File: config.mk
export PLATFORM = sky130hd
export DESIGN_NAME = ppu_front_flat
export DESIGN_NICKNAME = d
export VERILOG_FILES = /design/src/design/ppu_pkg.sv /design/src/design/ppu_ifs.sv /design/src/design/ppu_front.sv /design/src/flat_wrapper.sv
export SDC_FILE = /design/constraint.sdc
export NUM_CORES = 1
export LEC_CHECK = 0
export BUFFER_PORTS_ARGS = -buffer_cell sky130_fd_sc_hd__buf_2
export CAP_MARGIN = 10
export CORE_MARGIN = 3
export CORE_UTILIZATION = 44
export CTS_BUF_LIST = sky130_fd_sc_hd__clkbuf_2 sky130_fd_sc_hd__clkbuf_4 sky130_fd_sc_hd__clkbuf_8
export CTS_CLUSTER_SIZE = 16
export DETAILED_ROUTE_END_ITERATION = 6
export GPL_TIMING_DRIVEN = 0
export HOLD_SLACK_MARGIN = 0.15
export PLACE_DENSITY = 0.82
export SETUP_SLACK_MARGIN = 0.4
export SLEW_MARGIN = 20
export SYNTH_ARGS = -nofsm -noshare
export SYNTH_HDL_FRONTEND = slang
export SYNTH_SLANG_ARGS = --single-unit
File: constraint.sdc
create_clock -name clk -period 2.85 [get_ports clk]
set_input_delay 0.855 -clock clk [delete_from_list [all_inputs] [get_ports clk]]
set_output_delay 0.855 -clock clk [all_outputs]
set_load 0.01 [all_outputs]
File: src/design/ppu_pkg.sv
// shared constants, codes and types of the palette pixel line unpacker
package ppu_pkg;

    localparam int PIXELS_PER_LINE = 64;
    localparam int PALETTE_DEPTH   = 256;
    localparam int PAL_AW          = $clog2(PALETTE_DEPTH);

    localparam int QUEUE_DEPTH = 4;
    localparam int QPTR_W      = $clog2(QUEUE_DEPTH);
    localparam int QCNT_W      = $clog2(QUEUE_DEPTH + 1);

    localparam int COLOR_W = 24;
    localparam int LINE_W  = 16;
    localparam int PIX_W   = 8;

    // image formats
    typedef enum logic [1:0] {
        FMT_1BIT = 2'd0,
        FMT_4BIT = 2'd1,
        FMT_8BIT = 2'd2,
        FMT_TRUE = 2'd3
    } fmt_t;

    // configuration register indexes
    localparam logic CFG_IMAGE_FORMAT = 1'b0;
    localparam logic CFG_LINE_COUNT   = 1'b1;

    // input operations
    localparam logic OP_PALETTE_WRITE = 1'b0;
    localparam logic OP_DATA_BYTE     = 1'b1;

    localparam logic [7:0] NIBBLE_MASK = 8'h0F;

    // one command between front and back
    typedef struct packed {
        logic                 is_pixel;
        fmt_t                 fmt;
        logic [7:0]           pal_index;
        logic [COLOR_W-1:0]   value;
    } cmd_t;

endpackage

File: src/design/ppu_ifs.sv
// channel interfaces: input items, output pixels, configuration writes

interface ppu_item_if;
    logic        valid;
    logic        ready;
    logic        operation;
    logic [7:0]  palette_index;
    logic [23:0] palette_color;
    logic [7:0]  data_byte;

    modport source (output valid, operation, palette_index, palette_color, data_byte,
                    input ready);
    modport sink   (input valid, operation, palette_index, palette_color, data_byte,
                    output ready);
endinterface


interface ppu_cfg_if;
    logic        valid;
    logic        ready;
    logic        index;
    logic [15:0] data;

    modport source (output valid, index, data, input ready);
    modport sink   (input valid, index, data, output ready);
endinterface

File: src/design/ppu_front.sv
// front end: config registers, request intake, truecolor byte assembly
module ppu_front
    import ppu_pkg::*;
(
    input  logic                clk,
    input  logic                rst_n,
    ppu_item_if.sink            item,
    ppu_cfg_if.sink             cfg,
    input  logic                q_full,
    output logic                push,
    output cmd_t                push_cmd,
    output logic [LINE_W-1:0]   line_count
);

    fmt_t              fmt_reg;
    logic [LINE_W-1:0] line_count_reg;
    logic [1:0]        phase_reg;
    logic [15:0]       held_rg_reg;

    logic accept;
    logic cfg_we;

    assign item.ready = !q_full;
    assign cfg.ready  = 1'b1;
    assign accept     = item.valid && item.ready;
    assign cfg_we     = cfg.valid && cfg.ready;
    assign line_count = line_count_reg;

    // partial truecolor bytes make no command
    assign push = accept && (item.operation == OP_PALETTE_WRITE ||
                             fmt_reg != FMT_TRUE || phase_reg == 2'd2);

    always_comb
    begin
        push_cmd.is_pixel = (item.operation == OP_DATA_BYTE);
        push_cmd.fmt      = fmt_reg;
        if (item.operation == OP_PALETTE_WRITE)
        begin
            push_cmd.pal_index = item.palette_index;
            push_cmd.value     = item.palette_color;
        end
        else
        begin
            push_cmd.pal_index = item.data_byte;
            push_cmd.value     = {held_rg_reg, item.data_byte};
        end
    end

    always_ff @(posedge clk or negedge rst_n)
    begin
        if (!rst_n)
        begin
            fmt_reg        <= FMT_1BIT;
            line_count_reg <= 16'd1;
            phase_reg      <= 2'd0;
            held_rg_reg    <= 16'd0;
        end
        else
        begin
            if (cfg_we)
            begin
                case (cfg.index)
                    CFG_IMAGE_FORMAT:
                    begin
                        fmt_reg   <= fmt_t'(cfg.data[1:0]);
                        phase_reg <= 2'd0;
                    end
                    CFG_LINE_COUNT:
                        // zero behaves as one
                        line_count_reg <= (cfg.data == 16'd0) ? 16'd1 : cfg.data;
                    default: ;
                endcase
            end
            if (accept && item.operation == OP_DATA_BYTE)
            begin
                if (fmt_reg != FMT_TRUE)
                    phase_reg <= 2'd0;
                else
                begin
                    case (phase_reg)
                        2'd0:
                        begin
                            held_rg_reg <= {item.data_byte, 8'd0};
                            phase_reg   <= 2'd1;
                        end
                        2'd1:
                        begin
                            held_rg_reg <= {held_rg_reg[15:8], item.data_byte};
                            phase_reg   <= 2'd2;
                        end
                        default:
                            phase_reg <= 2'd0;
                    endcase
                end
            end
        end
    end

endmodule

File: src/flat_wrapper.sv
// flat-port wrapper written by rule: the top's interface ports become plain ports
module ppu_front_flat import ppu_pkg::*;
  (clk, rst_n, q_full, push, push_cmd, line_count, item_valid, item_operation, item_palette_index, item_palette_color, item_data_byte, item_ready, cfg_valid, cfg_index, cfg_data, cfg_ready);
  ppu_item_if item_i ();
  ppu_cfg_if cfg_i ();
  input  logic clk;
  input  logic rst_n;
  input  logic q_full;
  output logic push;
  output cmd_t push_cmd;
  output logic [LINE_W-1:0] line_count;
  input wire logic [$bits(item_i.valid)-1:0] item_valid;
  input wire logic [$bits(item_i.operation)-1:0] item_operation;
  input wire logic [$bits(item_i.palette_index)-1:0] item_palette_index;
  input wire logic [$bits(item_i.palette_color)-1:0] item_palette_color;
  input wire logic [$bits(item_i.data_byte)-1:0] item_data_byte;
  output wire logic [$bits(item_i.ready)-1:0] item_ready;
  input wire logic [$bits(cfg_i.valid)-1:0] cfg_valid;
  input wire logic [$bits(cfg_i.index)-1:0] cfg_index;
  input wire logic [$bits(cfg_i.data)-1:0] cfg_data;
  output wire logic [$bits(cfg_i.ready)-1:0] cfg_ready;
  assign item_i.valid = item_valid;
  assign item_i.operation = item_operation;
  assign item_i.palette_index = item_palette_index;
  assign item_i.palette_color = item_palette_color;
  assign item_i.data_byte = item_data_byte;
  assign item_ready = item_i.ready;
  assign cfg_i.valid = cfg_valid;
  assign cfg_i.index = cfg_index;
  assign cfg_i.data = cfg_data;
  assign cfg_ready = cfg_i.ready;
  ppu_front u_core (.clk(clk), .rst_n(rst_n), .item(item_i), .cfg(cfg_i), .q_full(q_full), .push(push), .push_cmd(push_cmd), .line_count(line_count));
endmodule
-- Word level (Yosys, flattened, before mapping)
Index checks and enable logic that the tools add are counted.
W data, S select, Z words.
- bits in registers: 36
- bits of input ports: 63
- output and inout bits: 54
- word-level logic and storage cells: 36
- equality and inequality tests: 4
- multiplexer cells: 8
- bitwise gates (word level): 4
- reduce and logical (&&, ||, !) cells: 15
- operators by type and width (cell ; count):
    $mux W32 ; 1
    $pmux W16 S2 ; 1
    $logic_not A16 Y1 ; 1
    $mux W16 ; 1
    $mux W2 ; 4
    $reduce_and A2 Y1 ; 3
    $not A1 Y1 ; 4
    $pmux W2 S2 ; 1
    $reduce_and A4 Y1 ; 1
    $reduce_bool A2 Y1 ; 2
    $logic_and A1 B1 Y1 ; 3
    $reduce_and A3 Y1 ; 1
    $eq A2 B1 Y1 const B ; 1
    $eq A2 B2 Y1 const B ; 1
    $logic_not A2 Y1 ; 1
    $logic_or A1 B1 Y1 ; 2
    $ne A2 B1 Y1 const B ; 1
    $ne A2 B2 Y1 const B ; 1
    $logic_not A1 Y1 ; 1

-- Logic depth before layout (Yosys ltp)
Gate-level depths: netlist (run 1).
- depth in word-level cells: 5
- depth in mapped cells: 6
- depth with buffers taken out: 3

-- Worst setup path after synthesis (run 1)
OpenSTA, ideal clock, no wires.
- kind: input to output
- start: in item_operation
- end: out push_cmd[16] (netlist bit)
- arrival time: 1811 ps
- required time: 1995 ps
- path slack: 184 ps
- stages: 3
- path buffers: 2
- cells stage by stage: clkdlybuf4s15_2 -> clkbuf_1 -> mux2_2
- RTL lines (item ; RTL line ; text):
    start, declared ; flat_wrapper.sv:13 ; input wire logic [$bits(item_i.operation)-1:0] item_operation;
    end, declared ; flat_wrapper.sv:10 ; output cmd_t push_cmd;

==> flow_summary.json, run 1 <==
{
  "htreeDepth": 2,
  "fin_crit_ns": 2.429,
  "hp-start": "u_core.held_rg_reg[13]",
  "antennaDiodeCount": 0,
  "required_ns": 2.00,
  "rsz0062_at_grt": "true",
  "crit_chain": "buf_12 -> clkbuf_8 -> mux2_2 -> buf_2",
  "ctsHoldBuffers": 0,
  "clk_pin_slew_ns": 0.06,
  "final_antenna_net_count": 0,
  "synth_cell_types": 23,
  "ios": 117,
  "hold_depth": 1,
  "final_cells": 349,
  "worstSetupPathType": "input pin to output port",
  "drive_above_1_share": 0.5914,
  "rrSetupSlack_ns": 1.03,
  "dp_slack_ns": 0.1399,
  "viasPerCell": 5.023,
  "ys_ff_latch": 36,
  "arrival_ns": 1.57,
  "regArea_um2": 902.1,
  "setup_ws_ns": 0.4211,
  "syn-num-nets": 240,
  "whs_endpoint": "u_core.held_rg_reg[13]",
  "syn_to_final_growth_pct": 45.52,
  "coreArea_mm2": 0.003854,
  "setup-violations-final": 0,
  "overflow": 0,
  "grt_max_degree": 37,
  "post-cts-setup-buffers": 0,
  "place_inst": 339,
  "gp_congestion": 0.7393,
  "yosysSeqAreaShare": 0.4862,
  "grt_pass1_vias": 1774,
  "antenna_found_initial": 0,
  "insertion_delay_ns": 0.29,
  "reg2reg_to": "u_core.held_rg_reg[11]",
  "fp.dieArea_mm2": 0.005032,
  "cpMaxStageDelayCell": "mux2_2",
  "fin_worst_skew_ns": 0.006606,
  "vias": 1753,
  "hold_class": "flip-flop to flip-flop",
  "crit_path_start_kind": "input pin",
  "critPathMaxStageDelay_ns": 0.33,
  "fin_util": 0.7006,
  "startpoint": "item_operation",
  "grt.total_usage": 0.1930,
  "crit_path_end_kind": "output port",
  "rr_startpoint": "u_core.phase_reg[1]",
  "syn_avg_cell_area_um2": 10.48,
  "setup_tns_ns": 0,
  "outcome": "complete, no violations",
  "hold_slack_ns": 0.5029,
  "p_leak_nw": 1.429,
  "report.final.hold_viol_count": 0,
  "multi_input_area_um2": 840.8,
  "cts_buffer_depth": 2,
  "netlist_area_mm2": 0.001856,
  "cts_tree": "done",
  "ir_worst_vdd_mv": 0.4543,
  "grt_pass1_wl_mm": 7.790,
  "cap_violations": 0,
  "wire_per_inst_um": 13.74,
  "die_h_um": 70.94,
  "power_density_mw_per_mm2": 540.1,
  "slew_viol_final": 0,
  "fp.dieW_um": 70.94,
  "worst_slew_pin_slew_ns": 0.7724,
  "start_util": 0.4815,
  "portBuffers": 114,
  "nets": 363,
  "ff2ff_path_depth": 4,
  "cp_max_fo": 8,
  "num_rows": 22,
  "post-route-period-util": 0.8523,
  "clkSinkCount": 36,
  "drtPass1Iterations": 4,
  "dp.final_hpwl_mm": 3.726,
  "wirelength_mm": 4.795,
  "ys_warn_count": 0,
  "synthCells": 177,
  "fill_cells": 299,
  "slew_headroom": 0.4851,
  "cts-root-buf": "clkbuf_8",
  "post-route-drc-count": 0,
  "cts_buffers": 5,
  "drtIter0Drc": 53,
  "max_freq_ghz": 0.4117
}
[power breakdown]
part / switching [W] / total, W / internal, W
combinational: 0.000187 / 0.000417 / 0.000229
sequential: 0.0000472 / 0.000650 / 0.000603
clock: 0.000175 / 0.000391 / 0.000216
total: 0.000409 / 0.00146 / 0.00105
[Yosys cell counts]
cell type,number,area share
nor2_1,2,0.0040
nor3_4,1,0.0088
o21ai_0,32,0.086
or2_1,1,0.0034
a21oi_1,3,0.0081
dfrtp_1,35,0.47
clkdlybuf4s15_2,1,0.0061
nand2_1,17,0.034
nand2b_1,2,0.0067
nand3_1,1,0.0027
clkbuf_1,7,0.014
dfstp_2,1,0.014
mux2_2,41,0.25
clkbuf_2,1,0.0027
o21a_1,1,0.0040
o2bb2ai_1,1,0.0047
conb_1,1,0.0020
or3b_1,1,0.0047
inv_1,19,0.038
buf_4,3,0.012
a21o_2,1,0.0047
nand4_1,1,0.0034
nor4_1,4,0.013
[how the worst max path moves through the flow]
stage,end,slack [ns]
floorplan,push,0.39
global placement,push_cmd[0],0.15
detailed placement,push_cmd[0],0.14
CTS,push_cmd[14],0.40
global route,push_cmd[27],0.38
finish,push_cmd[13],0.42
[layer usage]
metal	vias up	GRT usage	part of all wire
li1	845	-	-
met1	799	0.2228	0.39
met2	99	0.3120	0.46
met3	10	0.08097	0.13
met4	0	0.08768	0.023
met5	-	0	0
[layout by cell type, fill, tap and decap left out, drive strengths merged, types with 2 or more instances in the layout]
cell,synthesis,layout
a21oi,3,3
buf,3,121
clkbuf,8,15
dfrtp,35,35
inv,19,19
mux2,41,41
nand2,17,17
nand2b,2,2
nor2,2,2
nor4,4,4
o21ai,32,32
[through the flow]
stage	area, µm²	power [W]
floorplan	1887	0.0008732
global placement	2517	0.001044
detailed placement	2517	0.001057
CTS	2666	0.001457
global route	2700	0.001547
finish	2700	0.001458
[cell type report]
type,count,share of cell area
inverters,19,0.02641
clock buffers,8,0.03614
multi-input cells,110,0.3114
flip-flops and latches,36,0.3341
plain buffers,12,0.04217
well taps,48,0.02224
repair buffers,116,0.2275
[critical path, delay by kind of cell]
kind / cells / cell delay (ns)
buffers and inverters: 3 / 0.39
muxes: 1 / 0.33
[timing repair]
action / CTS / global route
cloned: 2 / 0
setup endpoints to repair: 33 / 23
hold endpoints to repair: 0 / 0
resized for setup: 10 / 12
[logic make-up after synthesis]
kind of cell,after synthesis,synth area share
multiplexers,41,0.2488
other,1,0.002021
buffers and inverters,31,0.07350
AND/OR/NAND/NOR,30,0.08159
flip-flops,36,0.4862
AO/OA/AOI/OAI,38,0.1079
No activity file was read; power rests on OpenSTA's default activity.
==> run 2: changes to the inputs <==
- CORE_MARGIN: 3 -> not set
==> flow_summary.json, run 2 (synthesis results as in run 1) <==
{
  "crit_family": "buffers and inverters",
  "final_antenna_net_count": 0,
  "report.final.hold_viol_count": 0,
  "setup-violations-final": 0,
  "post-cts-setup-buffers": 0,
  "wire_per_inst_um": 13.20,
  "overflow": 0,
  "critPathMaxStageDelay_ns": 0.33,
  "ff2ff_path_depth": 4,
  "insertion_delay_ns": 0.28,
  "clkSinkCount": 36,
  "cts-root-buf": "clkbuf_8",
  "ctsHoldBuffers": 0,
  "antenna_found_initial": 0,
  "die_h_um": 66.94,
  "rrSetupSlack_ns": 1.05,
  "vias": 1724,
  "final_cells": 350,
  "grt_max_degree": 37,
  "path_depth": 4,
  "nets": 362,
  "cpMaxStageDelayCell": "mux2_2",
  "max_freq_ghz": 0.4084,
  "fin_worst_skew_ns": 0.002594,
  "required_ns": 2.00,
  "crit_buf_inv": 3,
  "cap_violations": 0,
  "cts_buffer_depth": 2,
  "layout_common_cells": "113 x buf_2, 38 x mux2_2, 35 x dfrtp_1",
  "drtIter0Drc": 38,
  "ios": 117,
  "grt_pass1_vias": 1578,
  "cts_buffers": 5,
  "reg2reg_to": "u_core.held_rg_reg[12]",
  "final_common_cell": "buf_2",
  "fp.dieArea_mm2": 0.004481,
  "slew_viol_final": 0,
  "rr_startpoint": "u_core.phase_reg[1]",
  "coreArea_mm2": 0.004029,
  "fp.dieW_um": 66.94,
  "grt.total_usage": 0.2093,
  "crit_path_start_kind": "input pin",
  "hold_slack_ns": 0.5047,
  "setup_tns_ns": 0,
  "drtPass1Iterations": 4,
  "post-route-drc-count": 0,
  "hold_class": "flip-flop to flip-flop",
  "crit_chain": "buf_12 -> clkbuf_8 -> mux2_2 -> buf_4",
  "cp_max_fo": 7,
  "dp.final_hpwl_mm": 3.668,
  "p_leak_nw": 1.409,
  "viasPerCell": 4.926,
  "outcome": "complete, no violations",
  "slew_headroom": 0.4776,
  "clk_pin_slew_ns": 0.07,
  "start_util": 0.4606,
  "drive_above_1_share": 0.5900,
  "fin_crit_ns": 2.449,
  "power_density_mw_per_mm2": 535.4,
  "htreeDepth": 2,
  "num_rows": 23,
  "worst_slew_pin_slew_ns": 0.7835,
  "rsz0062_at_grt": "true",
  "total_power_w": 0.001424,
  "arrival_ns": 1.59,
  "portBuffers": 114,
  "syn_to_final_growth_pct": 43.29,
  "cts_tree": "done",
  "hold_depth": 1,
  "crit_path_end_kind": "output port",
  "place_inst": 341,
  "worstSetupPathType": "input pin to output port",
  "endpoint": "push_cmd[9]",
  "post-route-period-util": 0.8592,
  "gp_congestion": 0.7536,
  "grt_pass1_wl_mm": 6.858,
  "ir_worst_vdd_mv": 0.4119,
  "startpoint": "item_operation",
  "wirelength_mm": 4.619,
  "antennaDiodeCount": 0
}
## run 2: cell count changes in the layout (fill, tap and decap cells not counted), sizes merged
cell    delta
buf        -2
clkbuf     -1
clkinv     +2
## run 2: metal layers
metal  vias up  wire length, µm  global-route usage
li1        846                -                   -
met3         5              432             0.05993
met2        88             2332              0.3927
met1       785             1806              0.2187
met4         0               48             0.07181
met5         -                0                   0
## run 2: cell type report
| cell class | count | area (µm²) |
|---|---|---|
| multi-input cells | 110 | 833.3 |
| well taps | 50 | 62.56 |
| plain buffers | 12 | 110.1 |
| flip-flops and latches | 36 | 902.1 |
| clock inverters | 2 | 10.01 |
| inverters | 19 | 71.32 |
| fillers | 334 | 1370 |
| clock buffers | 6 | 82.58 |
| repair buffers | 115 | 586.8 |
## run 2: where the power goes
part	internal, W	switching [W]
registers	0.000603	0.0000476
clock network	0.000193	0.000177
logic	0.000217	0.000186
## run 2: metrics by stage
| stage | area (µm²) | utilization | setup slack (ns) |
|---|---|---|---|
| final | 2659 | 0.6599 | 0.4014 |
| after global routing | 2659 | 0.6599 | 0.3882 |
| after detailed placement | 2520 | 0.6255 | 0.1148 |
| after floorplan | 1887 | - | 0.3859 |
| after CTS | 2659 | 0.6599 | 0.4051 |
| after global placement | 2520 | 0.6255 | 0.1014 |
## run 2: how the worst min path moves through the flow
stage / startpoint / slack (ns) / endpoint
floorplan: u_core.held_rg_reg[0] / 0.46 / u_core.held_rg_reg[0]
CTS: u_core.line_count[14] / 0.50 / u_core.line_count[14]
finish: u_core.line_count[4] / 0.50 / u_core.line_count[4]
global route: u_core.line_count[14] / 0.51 / u_core.line_count[14]
global placement: u_core.held_rg_reg[1] / 0.48 / u_core.held_rg_reg[1]
detailed placement: u_core.line_count[14] / 0.49 / u_core.line_count[14]
## run 2: repair_timing
action                                 in CTS  in global routing
gates resized for setup                    13                  1
endpoints found under the hold margin       0                  0
cloned                                      1                  0
setup endpoints to repair                  33                  5
pin swaps                                   0                  0
