### config.mk
export PLATFORM = sky130hd
export DESIGN_NAME = ppu_queue
export DESIGN_NICKNAME = d
export VERILOG_FILES = /design/src/design/ppu_pkg.sv /design/src/design/ppu_queue.sv
export SDC_FILE = /design/constraint.sdc
export NUM_CORES = 1
export LEC_CHECK = 0
export ABC_AREA = 1
export BUFFER_PORTS_ARGS = -buffer_cell sky130_fd_sc_hd__buf_4
export CAP_MARGIN = 20
export CORE_MARGIN = 5
export CORE_UTILIZATION = 52
export DETAILED_ROUTE_END_ITERATION = 16
export PLACE_DENSITY = 0.76
export SYNTH_ARGS = -nofsm -noshare
export SYNTH_HDL_FRONTEND = slang
export SYNTH_SLANG_ARGS = --single-unit
### constraint.sdc
create_clock -name clk -period 2.3 [get_ports clk]
set_input_delay 0.23 -clock clk [delete_from_list [all_inputs] [get_ports clk]]
set_output_delay 0.23 -clock clk [all_outputs]
set_load 0.02 [all_outputs]
### src/design/ppu_pkg.sv
// shared constants, codes and types of the palette pixel line unpacker
package ppu_pkg;

    localparam int PIXELS_PER_LINE = 64;
    localparam int PALETTE_DEPTH   = 256;
    localparam int PAL_AW          = $clog2(PALETTE_DEPTH);

    localparam int QUEUE_DEPTH = 4;
    localparam int QPTR_W      = $clog2(QUEUE_DEPTH);
    localparam int QCNT_W      = $clog2(QUEUE_DEPTH + 1);

    localparam int COLOR_W = 24;
    localparam int LINE_W  = 16;
    localparam int PIX_W   = 8;

    // image formats
    typedef enum logic [1:0] {
        FMT_1BIT = 2'd0,
        FMT_4BIT = 2'd1,
        FMT_8BIT = 2'd2,
        FMT_TRUE = 2'd3
    } fmt_t;

    // configuration register indexes
    localparam logic CFG_IMAGE_FORMAT = 1'b0;
    localparam logic CFG_LINE_COUNT   = 1'b1;

    // input operations
    localparam logic OP_PALETTE_WRITE = 1'b0;
    localparam logic OP_DATA_BYTE     = 1'b1;

    localparam logic [7:0] NIBBLE_MASK = 8'h0F;

    // one command between front and back
    typedef struct packed {
        logic                 is_pixel;
        fmt_t                 fmt;
        logic [7:0]           pal_index;
        logic [COLOR_W-1:0]   value;
    } cmd_t;

endpackage

### src/design/ppu_queue.sv
// short command queue between front and back
module ppu_queue
    import ppu_pkg::*;
(
    input  logic clk,
    input  logic rst_n,
    input  logic push,
    input  cmd_t push_cmd,
    output logic full,
    input  logic pop,
    output logic not_empty,
    output cmd_t head_cmd
);

    cmd_t              slot_reg [QUEUE_DEPTH];
    logic [QPTR_W-1:0] wr_ptr_reg;
    logic [QPTR_W-1:0] rd_ptr_reg;
    logic [QCNT_W-1:0] count_reg;

    assign full      = (count_reg == QCNT_W'(QUEUE_DEPTH));
    assign not_empty = (count_reg != '0);
    assign head_cmd  = slot_reg[rd_ptr_reg];

    always_ff @(posedge clk)
    begin
        if (push)
            slot_reg[wr_ptr_reg] <= push_cmd;
    end

    always_ff @(posedge clk or negedge rst_n)
    begin
        if (!rst_n)
        begin
            wr_ptr_reg <= '0;
            rd_ptr_reg <= '0;
            count_reg  <= '0;
        end
        else
        begin
            if (push)
                wr_ptr_reg <= wr_ptr_reg + QPTR_W'(1);
            if (pop)
                rd_ptr_reg <= rd_ptr_reg + QPTR_W'(1);
            case ({push, pop})
                2'b10:   count_reg <= count_reg + QCNT_W'(1);
                2'b01:   count_reg <= count_reg - QCNT_W'(1);
                default: ;
            endcase
        end
    end

endmodule

=== Yosys cells after proc, flatten, opt, wreduce, memory -nomap -nowiden ===
Memories as Yosys holds them, arrays and structs flattened.
Index checks and enable logic that the tools add are counted.
W data, S select, Z words.

* Register bits: 7
* Memory bits (writable): 140
* Input bits: 39
* Output and inout port bits: 37
* Logic and storage cells: 16
* Memories kept: 1

{| class="wikitable"
|+ Memories
! memory !! depth !! width !! rd ports !! clocked after Yosys merged registers in !! wr ports !! RTL line !! source
|-
| slot_reg || 4 || 35 || 1 || 0 || 1 || ppu_queue.sv:15 || <nowiki>cmd_t slot_reg [QUEUE_DEPTH];</nowiki>
|}

* Add/sub/neg operators: 4
* Eq/ne operators: 3
* Muxes and demuxes: 3
* Reductions and logical operators: 2

{| class="wikitable"
|+ Operator list
! kind !! number
|-
| $pmux W3 S2 || 1
|-
| $add A2 B1 Y2 const B || 2
|-
| $add A3 B1 Y3 const B || 1
|-
| $eq A3 B3 Y1 const B || 1
|-
| $reduce_bool A3 Y1 || 1
|-
| $sub A3 B1 Y3 const B || 1
|-
| $eq A2 B1 Y1 const B || 1
|-
| $eq A2 B2 Y1 const B || 1
|-
| $mux W1 || 2
|-
| $reduce_bool A2 Y1 || 1
|}

=== Longest topological paths before layout ===
Gate-level depths: netlist of the first run.

* Depth in word-level cells: 2
* Gate-level depth with buffers: 9
* Gate-level depth less buffers: 8

=== Least setup slack after synthesis of the first run ===
Ideal clock, no wire load.

* Path type: reg2reg
* From: reg wr_ptr_reg[0]
* To: mem slot_reg[0][0] (netlist bit) (enable)
* Library setup time: 390 ps
* Data arrival time: 1365 ps
* Data required time: 1910 ps
* Path slack: 546 ps
* Stages on the path, launching flop included: 5
* Buffers on the path: 0
* Period minus slack after synthesis: 1754 ps
* Path through: dfrtp_1 -> inv_1 -> ha_1 -> nand2_1 -> inv_1

{| class="wikitable"
|+ RTL lines
! item !! RTL line !! source
|-
| start, declared || ppu_queue.sv:16 || <nowiki>logic [QPTR_W-1:0] wr_ptr_reg;</nowiki>
|-
| start signal, assigned || ppu_queue.sv:41 || <nowiki>wr_ptr_reg <= wr_ptr_reg + QPTR_W'(1);</nowiki>
|-
| end, declared || ppu_queue.sv:15 ||
|}

Straight into the memory's write port.

==> results by stage, run 1 <==
Synthesis:
- The share of the Yosys chip area taken by registers is 0.698.
- In this run, distinct cell masters in the synthesized netlist total 19.
- Averaged over all synthesized cells, the footprint is 11.9 um2.
- The largest total area in the synthesized netlist belongs to sky130_fd_sc_hd__edfxtp_1.
- The cell area after synthesis is 6280 um2.
- Ranked by total cell area, the synthesized netlist is headed by sky130_fd_sc_hd__edfxtp_1 (67%), sky130_fd_sc_hd__nand2_1 (9.2%), sky130_fd_sc_hd__o211ai_2 (7.0%), sky130_fd_sc_hd__inv_1 (4.8%), sky130_fd_sc_hd__nor2_1 (4.1%).
- The share of synthesized area in the top cell type comes to 0.670.
- Synthesis inferred about 150 register bits.
- In this run, synthesis inferred 140 flip-flops with an integrated enable.
- In the synthesized netlist the dominant register cell turns out to be sky130_fd_sc_hd__edfxtp_1.
- For this run, the number of Yosys warnings is 0.
- The most common cell in the netlist is sky130_fd_sc_hd__nand2_1.
- The share of flip-flops with an asynchronous set or reset is 0.0476.
- In the synthesized netlist, the number of instances is between 500 and 600.
- By count the netlist is led by sky130_fd_sc_hd__nand2_1 (154), sky130_fd_sc_hd__edfxtp_1 (140), sky130_fd_sc_hd__inv_1 (81).
- The synthesized netlist net count is 571.

Setup path:
- The critical path launch point type is a flip-flop.
- The slowest stage of the critical path is the sky130_fd_sc_hd__dfrtp_4 cell.
- Traced cell by cell, the critical path runs through buf_12 > nor2_1 > nor2_1 > nand2_1 > nand2_1 > buf_4.
- Data on the critical path is required at its endpoint by a little over 2000 ps.
- The worst register-to-register path has a setup slack of 620 ps.
- The data arrival time of the critical path is ~1900 ps.
- In this design, the stage delay of the slowest critical-path cell is about 700 ps.
- The critical path class is reg2out.
- Of all nets on the critical path, the largest fanout is 42.
- The critical path contains buffers and inverters numbering 2 combined.
- The worst setup path is captured at a primary output.
- The kind of cell with the highest combined delay along the critical path is flip-flops.

Cells and area:
- The count of antenna diodes in the layout is 0.
- Of the cells placed in the final design, the portion with a size suffix greater than 1 is 0.240.
- The total number of nets in the final design is 653.
- The register with the most flip-flops in the layout has 140 of them.
- The finished cells cover 7680 um2.
- The signed area change from the synthesized netlist to the final layout is 22.4%.

STA:
- The worst pin sits at a relative slew slack of 0.696.
- The clock skew after layout is 3.60 ps.
- The max-slew violation count is 0.
- Counting I/O delays and the setup requirement, the final critical path takes 2090 ps.
- The hold violation count in the final report was 0.
- Setup violations remaining at the end of the flow were counted as 0.
- The pin slew with the least headroom to its limit is 453 ps.
- In the final timing run, aggregate negative setup slack is 0 ps.
- Hold timing on the final database bottoms out at a slack of 15.1 ps.
- Setup repair after global routing left no endpoint under its margin.
- The fmax is roughly 480 MHz.
- The part of the cycle the worst path needs is 0.909.

Clocking:
- After clock tree synthesis, the clock-pin slew on the worst setup and hold paths is 60 ps.
- The number of clock buffers added by TritonCTS is 17.
- Clock tree synthesis selected as its root buffer the cell sky130_fd_sc_hd__clkbuf_16.
- In this run the deepest clock path goes through 2 buffers.
- The maximum level of the CTS H-tree is 4.
- The clock net sink count is roughly 150.
- TritonCTS built the clock tree.
- The number of setup buffers added after CTS is 0.
- The clock latency reported for the late side of the worst-skew pair is 410 ps.

GRT:
- Global routing finished with a remaining overflow of 0.
- The via count of the first global-routing pass is 3,893.
- Entering global routing, the biggest net connects 50 pins.
- Across every metal layer, demand over resource in global routing totals 0.171.
- The global-route wire length before repair is 18,700 um.
- The number of antenna violations at the first check in global routing is 0.

Power and ir drop:
- The largest vdd supply drop is between 900 and 1000 uV.
- The total chip power is 0.0108 W.
- The static power due to leakage is 3.28 nW.
- The power per unit of standard cell area is 1410 nW/um2.

Run status:
- The run finished with clean final reports.

Route:
- The violation count after the first detailed-route iteration is between 200 and 250.
- The first detailed-routing pass took 4 iterations.
- Once detail routing completed, the nets flagged for antenna violations numbered 0.
- The routed wire length is 11,500 um.
- The remaining design rule violation count is 0.
- Dividing the detail-routed wire length by the instance count gives 15.0 um.
- The via total after detailed routing is between 3,000 and 4,000.
- Dividing the detail-routed via count by the number of cells gives just under 5.

Floorplanning:
- The floorplan step defined a die boundary enclosing 14,400 um2.
- The initial cell density of the core is 0.527.
- Measured along the y axis, the die boundary spans 120 um.
- The number of core rows is 40.
- For this design the top-level I/O count stands at 76.
- The chip width is 120 um.
- The total core area is 11,900 um2.

Placed design:
- The sum of net half-perimeters after detailed placement is between 7000 and 8000 um.
- The weighted congestion at the end of routability-driven global placement is ~0.74.
- Once placement finished, the instance area stood at 7020 um2.
- The count of buffers added on input and output ports is 75.

Flow run:
- The tool flagged a number of max-cap violations equal to 0.

Min path:
- The min-delay analysis places its worst path in the category in2reg.
[stage by stage]
stage | util | setup WS, ps | std cells
after global routing | 0.645 | 49.3 | 767
after detailed placement | 0.589 | 594 | 734
after floorplan | - | 546 | 526
after global placement | 0.589 | 615 | 734
final | 0.645 | 210 | 767
after CTS | 0.645 | 186 | 767
[cells by family (layout without fill, tap and decap cells)]
kind of cell / Yosys count / in the layout / share of synthesized area
buf+inv: 106 / 200 / 0.0762
compound gates: 37 / 37 / 0.0714
simple gates: 226 / 226 / 0.136
fa+ha+maj: 6 / 6 / 0.0132
xor+xnor: 4 / 4 / 0.00558
flops: 147 / 147 / 0.698
[cells in the final DEF (no fill, tap or decap), types with 7 or more instances in the layout]
cell / count
sky130_fd_sc_hd__nand2_1: 154
sky130_fd_sc_hd__edfxtp_1: 140
sky130_fd_sc_hd__buf_4: 78
sky130_fd_sc_hd__inv_1: 77
sky130_fd_sc_hd__nor2_1: 69
sky130_fd_sc_hd__o211ai_2: 35
sky130_fd_sc_hd__clkbuf_16: 17
sky130_fd_sc_hd__clkinv_1: 7
sky130_fd_sc_hd__buf_12: 7
[per-layer routing]
metal / track usage / share of wire / wire, um
met5: 0 / 0 / 0
met4: 0.0709 / 0.019 / 214
met3: 0.0523 / 0.053 / 611
met2: 0.295 / 0.52 / 6010
met1: 0.199 / 0.40 / 4640
[power by group]
| part | switching, W | internal, W | leakage [nW] |
|---|---|---|---|
| Clock | 0.000984 | 0.00201 | 0.312 |
| Combinational | 0.00248 | 0.00155 | 1.60 |
| Sequential | 0.000276 | 0.00352 | 1.37 |
[worst paths after layout]
kind                               start               to  cells past startpoint
max                        rd_ptr_reg[0]     head_cmd[28]                      6
min                          push_cmd[2]   slot_reg[1][2]                      1
max reg2reg                wr_ptr_reg[0]  slot_reg[2][11]                      5
min reg2reg                 count_reg[2]     count_reg[2]                      2
max in group asynchronous          rst_n    rd_ptr_reg[0]                      2
min in group asynchronous          rst_n     count_reg[0]                      2
[final cells by class]
type                            count  area, um2
Fill cell                         877       4230
Clock inverter                     13        214
Clock buffer                       18        429
Multi-Input combinational cell    273       1420
Sequential cell                   147       4380
Inverter                           82        308
Timing Repair Buffer               87        746
Tap cell                          147        184
[repair_timing]
action	4_1_cts	5_1_grt
hold buffers	2	0
resized for setup	0	0
endpoints found under the setup margin	0	0
hold endpoints to repair	8	0
Power figures use the tool's default switching activity.
==> run 2, diff against run 1 <==
--- a/config.mk
+++ b/config.mk
@@ -5,7 +5,7 @@
 export SDC_FILE = /design/constraint.sdc
 export NUM_CORES = 1
 export LEC_CHECK = 0
-export ABC_AREA = 1
+export ABC_AREA = 0
 export BUFFER_PORTS_ARGS = -buffer_cell sky130_fd_sc_hd__buf_4
 export CAP_MARGIN = 20
 export CORE_MARGIN = 5
==> run 2 against run 1 <==
Sequential power shrank 1%. Via count shrank 29%. Setup slack lost 95 ps. Largest cell class unchanged. Combinational power shrank 27%. Synthesized area shrank 12%.
==> results by stage, run 2 <==
STA:
- The worst hold slack was 53.9 ps (was 15.1 ps).
- The final period demand of the worst path is 2190 ps (was 2090 ps).
- The setup TNS after final layout came to 0 ps (unchanged).
- The part of the cycle the worst path needs is 0.950 (was 0.909).
- The pin slew with the least headroom to its limit was 434 ps (was 453 ps).
- The relative slew slack came to 0.711 (was 0.696).
- The max-slew violation count is 0 (unchanged).
- The count of final setup violators is 0 (unchanged).
- Setup repair after global routing missed its margin: false (unchanged).
- The clock skew after layout is 11.9 ps (was 3.60 ps).
- The fmax came to 458 MHz (was 478 MHz).
- The hold violation count in the final report came to 0 (unchanged).

Route:
- The remaining antenna violation count after routing was 0 (unchanged).
- The violation count after the first detailed-route iteration was 114 (was 227).
- The first-pass iteration count of the detailed router was 6 (was 4).
- The average wire per standard cell is 19.5 um (was 15.0 um).
- The remaining design rule violation count came to 0 (unchanged).
- The detailed-route vias per instance is 5.23 (was 4.86).
- The via total after detailed routing was 2,632 (was 3,730).
- The routed wire length is 9820 um (was 11,500 um).

Placed design:
- The weighted congestion at the end of routability-driven global placement is 0.682 (was 0.738).
- The number of placed instances with taps included came to 430 (was 734).
- The sum of net half-perimeters after detailed placement is 6190 um (was 7350 um).
- The number of port buffers is 75 (unchanged).
- The placed standard-cell area is 6250 um2 (was 7020 um2).

Cells and area:
- The most common cell after layout, fill and taps aside was sky130_fd_sc_hd__edfxtp_1 (was sky130_fd_sc_hd__nand2_1).
- The filler cell count is 632 (was 877).
- The signed area change from the synthesized netlist to the final layout is 32.3% (was 22.4%).
- The total number of nets in the final design was 398 (was 653).
- The final core utilization is 0.705 (was 0.645).
- The flip-flop count of the largest register after layout was 140 (unchanged).
- Most used cells in the layout excluding fill and tap cells: sky130_fd_sc_hd__edfxtp_1 (140), sky130_fd_sc_hd__buf_4 (86), sky130_fd_sc_hd__dlygate4sd3_1 (38) (was sky130_fd_sc_hd__nand2_1 (154), sky130_fd_sc_hd__edfxtp_1 (140), sky130_fd_sc_hd__buf_4 (78)).
- The post-route standard cell area excluding fillers is 7280 um2 (was 7680 um2).
- The share of layout cells above drive strength 1 came to 0.421 (was 0.240).
- The non-filler instance count after layout was 503 (was 767).

Floorplanning:
- The total core area came to 10,300 um2 (was 11,900 um2).
- The chip width was 113 um (was 120 um).
- The number of placed I/O pins was 76 (unchanged).
- The overall die height is 113 um (was 120 um).
- The number of core rows is 37 (was 40).
- The area of the die was 12,700 um2 (was 14,400 um2).
- The initial cell density of the core is 0.533 (was 0.527).

Synthesis:
- The adder-cell share of the synthesized area is 0.0150 (was 0.0132).
- Synth area leaders: sky130_fd_sc_hd__edfxtp_1 (76%), sky130_fd_sc_hd__mux4_2 (11%), sky130_fd_sc_hd__mux4_1 (3.3%), sky130_fd_sc_hd__dfrtp_1 (3.2%), sky130_fd_sc_hd__ha_1 (1.1%) (was sky130_fd_sc_hd__edfxtp_1 (67%), sky130_fd_sc_hd__nand2_1 (9.2%), sky130_fd_sc_hd__o211ai_2 (7.0%), sky130_fd_sc_hd__inv_1 (4.8%), sky130_fd_sc_hd__nor2_1 (4.1%)).
- The most used flip-flop cell after synthesis was sky130_fd_sc_hd__edfxtp_1 (unchanged).
- The xor and xnor fraction of the mapped netlist area is 0.00956 (was 0.00558).
- The synthesis warning total is 0 (unchanged).
- The synthesized netlist net count came to 261 (was 571).
- The cell area after synthesis is 5500 um2 (was 6280 um2).
- The number of distinct library cell variants in the gate-level netlist after synthesis came to 19 (unchanged).
- Synth top cells by count: sky130_fd_sc_hd__edfxtp_1 (140), sky130_fd_sc_hd__mux4_2 (28), sky130_fd_sc_hd__dfrtp_1 (7), sky130_fd_sc_hd__mux4_1 (7), sky130_fd_sc_hd__ha_1 (5) (was sky130_fd_sc_hd__nand2_1 (154), sky130_fd_sc_hd__edfxtp_1 (140), sky130_fd_sc_hd__inv_1 (81)).
- The fraction of the mapped netlist area in compound gates was 0.000910 (was 0.0714).
- The share of Yosys cell area claimed by the top area cell type is 0.765 (was 0.670).
- The count of flip-flops with a built-in enable after synthesis is 140 (unchanged).
- The share of flip-flops with an asynchronous set or reset was 0.0476 (unchanged).
- The share of synthesized area occupied by flip-flops and latches came to 0.797 (was 0.698).
- The average footprint of a synthesized cell is 25.5 um2 (was 11.9 um2).
- The synthesized instance count came to 216 (was 526).
- The post-synthesis share of cell area spent on and, or, nand and nor gates is 0.00910 (was 0.136).
- The most common cell in the netlist is sky130_fd_sc_hd__edfxtp_1 (was sky130_fd_sc_hd__nand2_1).
- The largest family of logic cells by synthesized area was multiplexers (was simple AND/OR/NAND/NOR gates).
- The cell taking the most area after synthesis is sky130_fd_sc_hd__edfxtp_1 (unchanged).
- The register bit count reported by yosys is 147 (unchanged).
- The multiplexer share of the synthesized area was 0.150 (was 0).

Setup path:
- The critical path class is reg2out (unchanged).
- The highest fanout seen on the critical path is 20 (was 42).
- The critical path launch point type was a flip-flop (unchanged).
- The data arrival time of the critical path is 1960 ps (was 1860 ps).
- Chain of cells forming the critical path: buf_12 > mux4_1 > buf_4 (was buf_12 > nor2_1 > nor2_1 > nand2_1 > nand2_1 > buf_4).
- The endpoint type of the worst setup path is a primary output (unchanged).
- The required arrival time at the worst endpoint came to 2070 ps (about the same).
- The largest stage delay on the critical path is 620 ps (was 700 ps).
- The library cell contributing the largest single delay on the critical path is sky130_fd_sc_hd__mux4_1 (was sky130_fd_sc_hd__dfrtp_4).

GRT:
- The number of antenna violations at the first check in global routing was 1 (was 0).
- The global-route wire length before repair was 15,700 um (was 18,700 um).
- The total routing usage reported by global routing came to 0.167 (was 0.171).
- The pin count of the biggest net entering global routing is 23 (was 50).
- The global route total overflow came to 0 (unchanged).
- The via count of the first global-routing pass is 2,886 (was 3,893).

Run status:
- Status: complete, no violations (unchanged).

Power and ir drop:
- The largest vdd supply drop came to 696 uV (was 958 uV).
- The static power due to leakage is 2.61 nW (was 3.28 nW).
- The switching fraction of total power is 0.293 (was 0.346).
- The part of the power in combinational logic is 0.310 (was 0.372).
- The power per unit of standard cell area was 1310 nW/um2 (was 1410 nW/um2).
- The clock share of power is 0.296 (was 0.277).
- The net switching power is 0.00280 W (was 0.00374 W).
- The internal power of the cells came to 0.00674 W (was 0.00708 W).
- The relative contribution of sequential cells to total power is 0.393 (was 0.351).

Clocking:
- The clock latency reported for the late side of the worst-skew pair is 520 ps (was 410 ps).
- The maximum level of the CTS H-tree is 4 (unchanged).
- The buffer depth of the longest clock path was 2 (unchanged).
- The clock net sink count was 147 (unchanged).
- The clock edge transition at the registers on the reported setup and hold paths is 60 ps (about the same).
- The cell at the root of the clock tree is sky130_fd_sc_hd__clkbuf_8 (was sky130_fd_sc_hd__clkbuf_16).
- The number of buffers created by CTS is 17 (unchanged).
- The TritonCTS clock tree is built (unchanged).

Min path:
- The class of the worst hold path was in2async (was in2reg).

Flow run:
- The reported max-cap violation count is 0 (unchanged).
## run 2: logic make-up (layout without fill, tap and decap cells)
kind of cell	Yosys count	in the layout
fa+ha+maj	6	6
buf+inv	11	161
mux	36	36
xor+xnor	6	6
compound gates	1	1
flops	147	147
simple gates	9	9
other cells	0	1
## run 2: layout make-up
type | count | area [um2] | area share
Multi-Input combinational cell | 58 | 1020 | 0.140
Timing Repair Buffer | 126 | 1070 | 0.147
Tap cell | 136 | 170 | 0.0234
Inverter | 3 | 11.3 | 0.00155
Antenna cell | 1 | 2.50 | 0.000344
Clock inverter | 14 | 203 | 0.0279
Sequential cell | 147 | 4380 | 0.603
Clock buffer | 18 | 418 | 0.0574
## run 2: power groups by stage
| stage | combinational, W | clock, W | sequential, W |
|---|---|---|---|
| floorplan | 0.00199 | 0 | 0.00367 |
| global placement | 0.00289 | 0 | 0.00378 |
| detailed placement | 0.00291 | 0 | 0.00382 |
| CTS | 0.00301 | 0.00288 | 0.00376 |
| global route | 0.00315 | 0.00301 | 0.00380 |
| finish | 0.00296 | 0.00283 | 0.00375 |
## run 2: layer usage
layer	up-vias	GRT usage	routed length, um
met5	-	0	0
met2	90	0.266	4890
met1	1331	0.220	4190
li1	1198	-	-
met4	0	0.0609	125
met3	13	0.0487	616
## run 2: timing repair
| action | 4_1_cts | 5_1_grt |
|---|---|---|
| setup buffers | 2 | 0 |
| gates cloned | 0 | 0 |
| setup endpoints to repair | 2 | 11 |
| endpoints found under the hold margin | 151 | 0 |
| resized for setup | 0 | 1 |
| hold buffers | 38 | 0 |
## run 2: through the flow
| stage | setup WS (ps) | power, W |
|---|---|---|
| after floorplan | 427 | 0.00566 |
| after global placement | 557 | 0.00667 |
| after detailed placement | 539 | 0.00674 |
| after CTS | 5.99 | 0.00965 |
| after global routing | 42.9 | 0.00996 |
| final | 115 | 0.00953 |
## run 2: final timing paths
kind	startpoint	endpoint	cells after the start	slack [ps]
min in group clk	pop	rd_ptr_reg[0]	3	450
setup / recovery	rd_ptr_reg[0]	head_cmd[1]	3	110
setup reg to reg	wr_ptr_reg[0]	slot_reg[0][10]	4	650
hold reg to reg	count_reg[2]	count_reg[2]	1	480
hold / removal	rst_n	count_reg[0]	2	50
max in group asynchronous	rst_n	rd_ptr_reg[1]	2	2100
## run 2: critical path, delay by kind of cell, from the launching register on
family | cells | cell delay [ps]
buffers and inverters | 2 | 400
DFF | 1 | 420
muxes | 1 | 620
